==> config.mk <==
export PLATFORM = sky130hd
export DESIGN_NAME = fhm_ram
export DESIGN_NICKNAME = d
export VERILOG_FILES = /design/src/rtl/fhm_ram.sv
export SDC_FILE = /design/constraint.sdc
export NUM_CORES = 2
export LEC_CHECK = 0
export BUFFER_PORTS_ARGS = -buffer_cell sky130_fd_sc_hd__buf_4
export CORE_ASPECT_RATIO = 1.1
export CORE_MARGIN = 10
export CORE_UTILIZATION = 45
export CTS_BUF_LIST = sky130_fd_sc_hd__clkbuf_4
export CTS_CLUSTER_SIZE = 14
export DETAILED_ROUTE_END_ITERATION = 8
export GPL_TIMING_DRIVEN = 0
export PLACE_DENSITY = 0.67
export SLEW_MARGIN = 20
export SYNTH_ARGS = -nofsm -noshare
export SYNTH_HDL_FRONTEND = slang
export SYNTH_SLANG_ARGS = --single-unit
==> constraint.sdc <==
create_clock -name i_clk -period 2.6 [get_ports i_clk]
set_input_delay 0.52 -clock i_clk [delete_from_list [all_inputs] [get_ports i_clk]]
set_output_delay 0.52 -clock i_clk [all_outputs]
set_load 0.01 [all_outputs]
==> src/rtl/fhm_ram.sv <==
// Generic simple dual-port RAM with one write port and a registered read port.
module fhm_ram #(
    parameter int WIDTH = 8,
    parameter int DEPTH = 256
) (
    input  logic                     i_clk,
    input  logic                     i_we,
    input  logic [$clog2(DEPTH)-1:0] i_waddr,
    input  logic [WIDTH-1:0]         i_wdata,
    input  logic [$clog2(DEPTH)-1:0] i_raddr,
    output logic [WIDTH-1:0]         o_rdata
);

    logic [WIDTH-1:0] r_mem [DEPTH];
    logic [WIDTH-1:0] r_rdata;

    // Write port.
    always_ff @(posedge i_clk) begin
        if (i_we) begin
            r_mem[i_waddr] <= i_wdata;
        end
    end

    // Registered read port.
    always_ff @(posedge i_clk) begin
        r_rdata <= r_mem[i_raddr];
    end

    assign o_rdata = r_rdata;

endmodule

Word level (Yosys, flattened, before mapping)

Memories as Yosys holds them, arrays and structs flattened. A register that Yosys moved wholly into a read port is not among the register bits.
Cells that the tools add are included.
Widths: inputs -> output; s select.

Muxes and demuxes: 2

Operator list:

| kind   | count |
|---|---|
| $mux 1 | 2 |

Input bits: 26
Memory bits (writable): 2048
Flip-flop bits (word level): 0
Output and inout bits: 8
Memories: 1

Memories:

| memory | depth | width | read ports | clocked after Yosys merged registers in | wr ports | line | source |
|---|---|---|---|---|---|---|---|
| r_mem  | 256   | 8     | 1          | 1                                       | 1        | 14   | `logic [WIDTH-1:0] r_mem [DEPTH];` |

Depth between registers and ports, before layout

Word-level depth: 2
Gate-level depth with buffers: 11
Depth with buffers taken out: 6

Least setup slack after synthesis

OpenSTA, ideal clock, no wires.

Path type: input to register
Start: input port i_raddr[0]
End: register r_rdata[2], in the netlist o_rdata[2] (read register of r_mem)
Stages on the path: 9
Slack: 0.142 ns
Required time: 2.469 ns
Arrival: 2.327 ns
Setup time: 0.131 ns
Cell sequence: buf_6 buf_12 buf_8 buf_2 mux4_2 a22oi_1 a21oi_1 nor4_1 nor4_2

RTL lines:

| item            | line | source |
|---|---|---|
| start, declared | 10   | `input logic [$clog2(DEPTH)-1:0] i_raddr,` |
| end, declared   | 15   | `logic [WIDTH-1:0] r_rdata;` |

==> summary.md <==
| Metric | Value |
|---|---|
| Outcome | finished, violations left |
| Violated checks | setup timing |
| H-tree Lvls | 5 |
| Post-synthesis register bit count | just over 2000 |
| Total Power | 65.8 mW |
| Post-layout nets | about 4300 |
| End of the critical path | o_rdata[0] |
| Mapped Area | a little under 0.08 mm² |
| Gr usage total | 24.3% |
| Clock share of power | 38.2% |
| Port Buffers | 26 |
| Fin crit share | 111% |
| Crit-path max FO | 10 |
| Setup crit start | i_raddr[2] |
| Net switching power | about 15 mW |
| Crit path time final | between 2000 and 3000 ps |
| Peak supply drop | about 0.38 mV |
| RSZ-0062 raised after global routing | true |
| Slew HR | under 10% |
| Final core utilization | between 50% and 60% |
| Initial core utilization | a little under half |
| DIE WIDTH | roughly 420 µm |
| Worst r2r path cells | 6 |
| Post-synth top cells | 2048 x edfxtp_1, 454 x mux4_2, 282 x nor2_1 |
| Switching Share | 23.5% |
| Worst-skew pair later-pin latency | 1360 ps |
| Critical Path AT | around 4100 ps |
| Drt total wl | around 240000 µm |
| CTS tree | done |
| Fin worst setup slack | -298 ps |
| FF-to-FF End | o_rdata[6] |
| Prevailing post-synth register cell | edfxtp_1 |
| Sequential power share | 55.5% |
| Distinct cells, synth | between 50 and 60 |
| Count of final hold-check violations | 0 |
| Type of origin of the critical path | primary input |
| Antenna viol nets, final | 0 |
| FF-to-FF setup slack | -50 ps |
| Final setup vio count | 417 |
| Post-synthesis sequential area ratio | 77.5% |
| Power Density | roughly 730 mW/mm² |
| Clock buffer count from CTS | approximately 500 |
| LEAKAGE | roughly 28 nW |
| DRC viols | 0 |
| IO Pins | 34 |
| Dpl ws | -2500 ps |
| Combinational share of power | about 6.3% |
| Detail Placement HPWL | around 160000 µm |
| Synth Warn # | 0 |
| Worst Path Class, Setup | in2reg |
| Initial antenna violation count | 16 |
| Number of synthesized flops with an enable pin | 2048 |
| Syn Nets | between 3000 and 4000 |
| Vias | approximately 44000 |
| CTS sink cnt | just over 2000 |
| Hold WC Path Type | in2reg |
| Stages on worst setup path | 8 |
| FP Rows | approximately 160 |
| Share of cells above drive strength 1 | a little under a third |
| Total of max-cap violations | 0 |
| Initial DRC Count | 6513 |
| Worst-Margin Slew | roughly 1400 ps |
| Number of global-route vias before repair | 43300 |
| CTS max path bufs | 4 |
| Root Driver | clkbuf_4 |
| Top cells by area, synth | edfxtp_1 77%, mux4_2 13%, mux2i_1 1.7% |
| Die area | roughly 0.19 mm² |
| Crit path buffers/inverters | 3 |
| First-pass GRT wire length | 331000 µm |
| Critical Path RT | roughly 3800 ps |
| Final worst clock skew | slightly above 90 ps |
| Gpl congestion | between 0.9 and 1 |
| Reg2Reg Launch Point | r_mem[237][6] |
| Synth async-reset ratio | 0% |
| First-pass iteration count of the detailed router | 6 |
| CP top delay family | simple AND/OR/NAND/NOR gates |
| Critical path capture point type | flip-flop |
| WL/cell | 34.2 µm |
| Slowest CP cell | and2_1 |
| Core box area | ~0.18 mm² |
| Crit-path cells | buf_4 -> buf_2 -> and2_1 -> clkbuf_2 -> a22oi_1 -> a21oi_1 -> nor3_1 -> nor4_4 |
| Pin count of the biggest net entering global routing | 134 |
| Cell count after synthesis | about 3700 |
| Synthesis-to-finish area growth | 13.3% |
| Top-count cell post-synth | edfxtp_1 |
| Worst-path clk slew | roughly 60 ps |
| Die H | 461 µm |
| Avg Vias per Cell | 6.21 |
| Fin. max-slew vios | 0 |
| Fmax | 0.345 GHz |
| P_int | between 50 and 60 mW |
| GR Overflow Total | 0 |
| Syn Area/Cell | 21.3 µm² |
| Top-area cell type share of the netlist area | approximately 77% |
| Post-synth top area cell | edfxtp_1 |
| Crit path largest cell delay | 770 ps |
[area by class of cell]
class                           instances  area [µm²]
Sequential cell                      2056       61700
Inverter                                2        7.51
Timing Repair Buffer                   76        1090
Buffer                                232        1580
Clock inverter                        145         628
Multi-Input combinational cell       1442       16900
Tap cell                             2363        2960
Clock buffer                          702        5270
Fill cell                           13900       85300
Antenna cell                           15        37.5
[stage by stage]
step | std cells | area [µm²] | TNS [ps] | hold WS [ps]
floorplan | 3733 | 79600 | 0 | 619
global placement | 6122 | 82700 | -2944990 | 915
detailed placement | 6143 | 83400 | -1819410 | 914
CTS | 7016 | 89900 | 0 | 26.5
global route | 7025 | 90100 | -7890 | 149
finish | 7033 | 90100 | -39510 | 169
[cells by family after synthesis]
| family | Yosys count | share of synthesized area [%] |
|---|---|---|
| AOI/OAI and AO/OA | 385 | 3.42 |
| buffers and inverters | 235 | 1.83 |
| DFF | 2056 | 77.5 |
| muxes | 591 | 14.6 |
| and+or+nand+nor | 466 | 2.63 |
[placed cells by master, fill, tap and decap left out, types with 9 or more instances in the layout]
master            n
nand2_1          33
nand3_1          34
o21ai_0          10
buf_2            40
diode_2          15
o221ai_1         46
edfxtp_1       2048
nor3_1           14
buf_4            49
o211ai_1         10
a22oi_1         133
buf_12            9
clkinv_1        119
nor4_4           10
mux4_2          454
clkbuf_1         47
buf_6            21
clkinv_2         19
dlygate4sd3_1    27
nor2_2           20
mux2i_1         134
clkbuf_4        707
clkbuf_2         59
nor2_1          262
nor2b_1          30
a211oi_1         14
nor4_1            9
buf_16           19
buf_8            21
a21oi_1          96
nand4_1          10
o22ai_1          28
[layer usage]
| metal | vias to the layer above | global-route usage (%) | part of all wire, % |
|---|---|---|---|
| met3 | 683 | 7.79 | 12 |
| met4 | 4 | 16.3 | 7.3 |
| met5 | - | 0 | 0.0075 |
| met2 | 3260 | 36.8 | 46 |
| li1 | 17200 | - | - |
| met1 | 22600 | 29.8 | 35 |
[flip-flops by register name, summed over array words and instances, names as in the netlist]
name,flops
r_mem,2048
o_rdata,8
[power groups by stage]
stage / Clock, mW / Combinational (mW) / Sequential (mW)
after floorplan: 0 / 1.77 / 37.3
after global placement: 0 / 3.70 / 37.3
after detailed placement: 0 / 3.89 / 37.3
after CTS: 25.4 / 4.01 / 36.5
after global routing: 27.1 / 4.20 / 36.5
final: 25.1 / 4.15 / 36.5
[how the worst min path moves through the flow]
stage	slack, ps	cells past startpoint	from	to
after floorplan	620	0	i_wdata[0]	r_mem[0][0]
after global placement	910	1	o_rdata[3]	o_rdata[3]
after detailed placement	910	1	i_wdata[4]	r_mem[86][4]
after CTS	30	2	i_wdata[6]	r_mem[167][6]
after global routing	150	2	i_wdata[3]	r_mem[43][3]
final	170	2	i_wdata[7]	r_mem[109][7]
[worst register-to-register path: cells and delay by family, from the launching register on]
family / cells / cell delay, ps
AO/OA/AOI/OAI: 3 / 1110
flip-flops: 1 / 330
multiplexers: 1 / 70
AND/OR/NAND/NOR: 2 / 950
[repair_timing]
item                                    CTS  global route
buffers inserted                          0             1
gates resized for setup                  80            55
endpoints found under the hold margin  2222             0
setup endpoints to repair                 8           125
hold buffers                             27             0
pin swaps                                 6             3
Power figures use the tool's default switching activity.
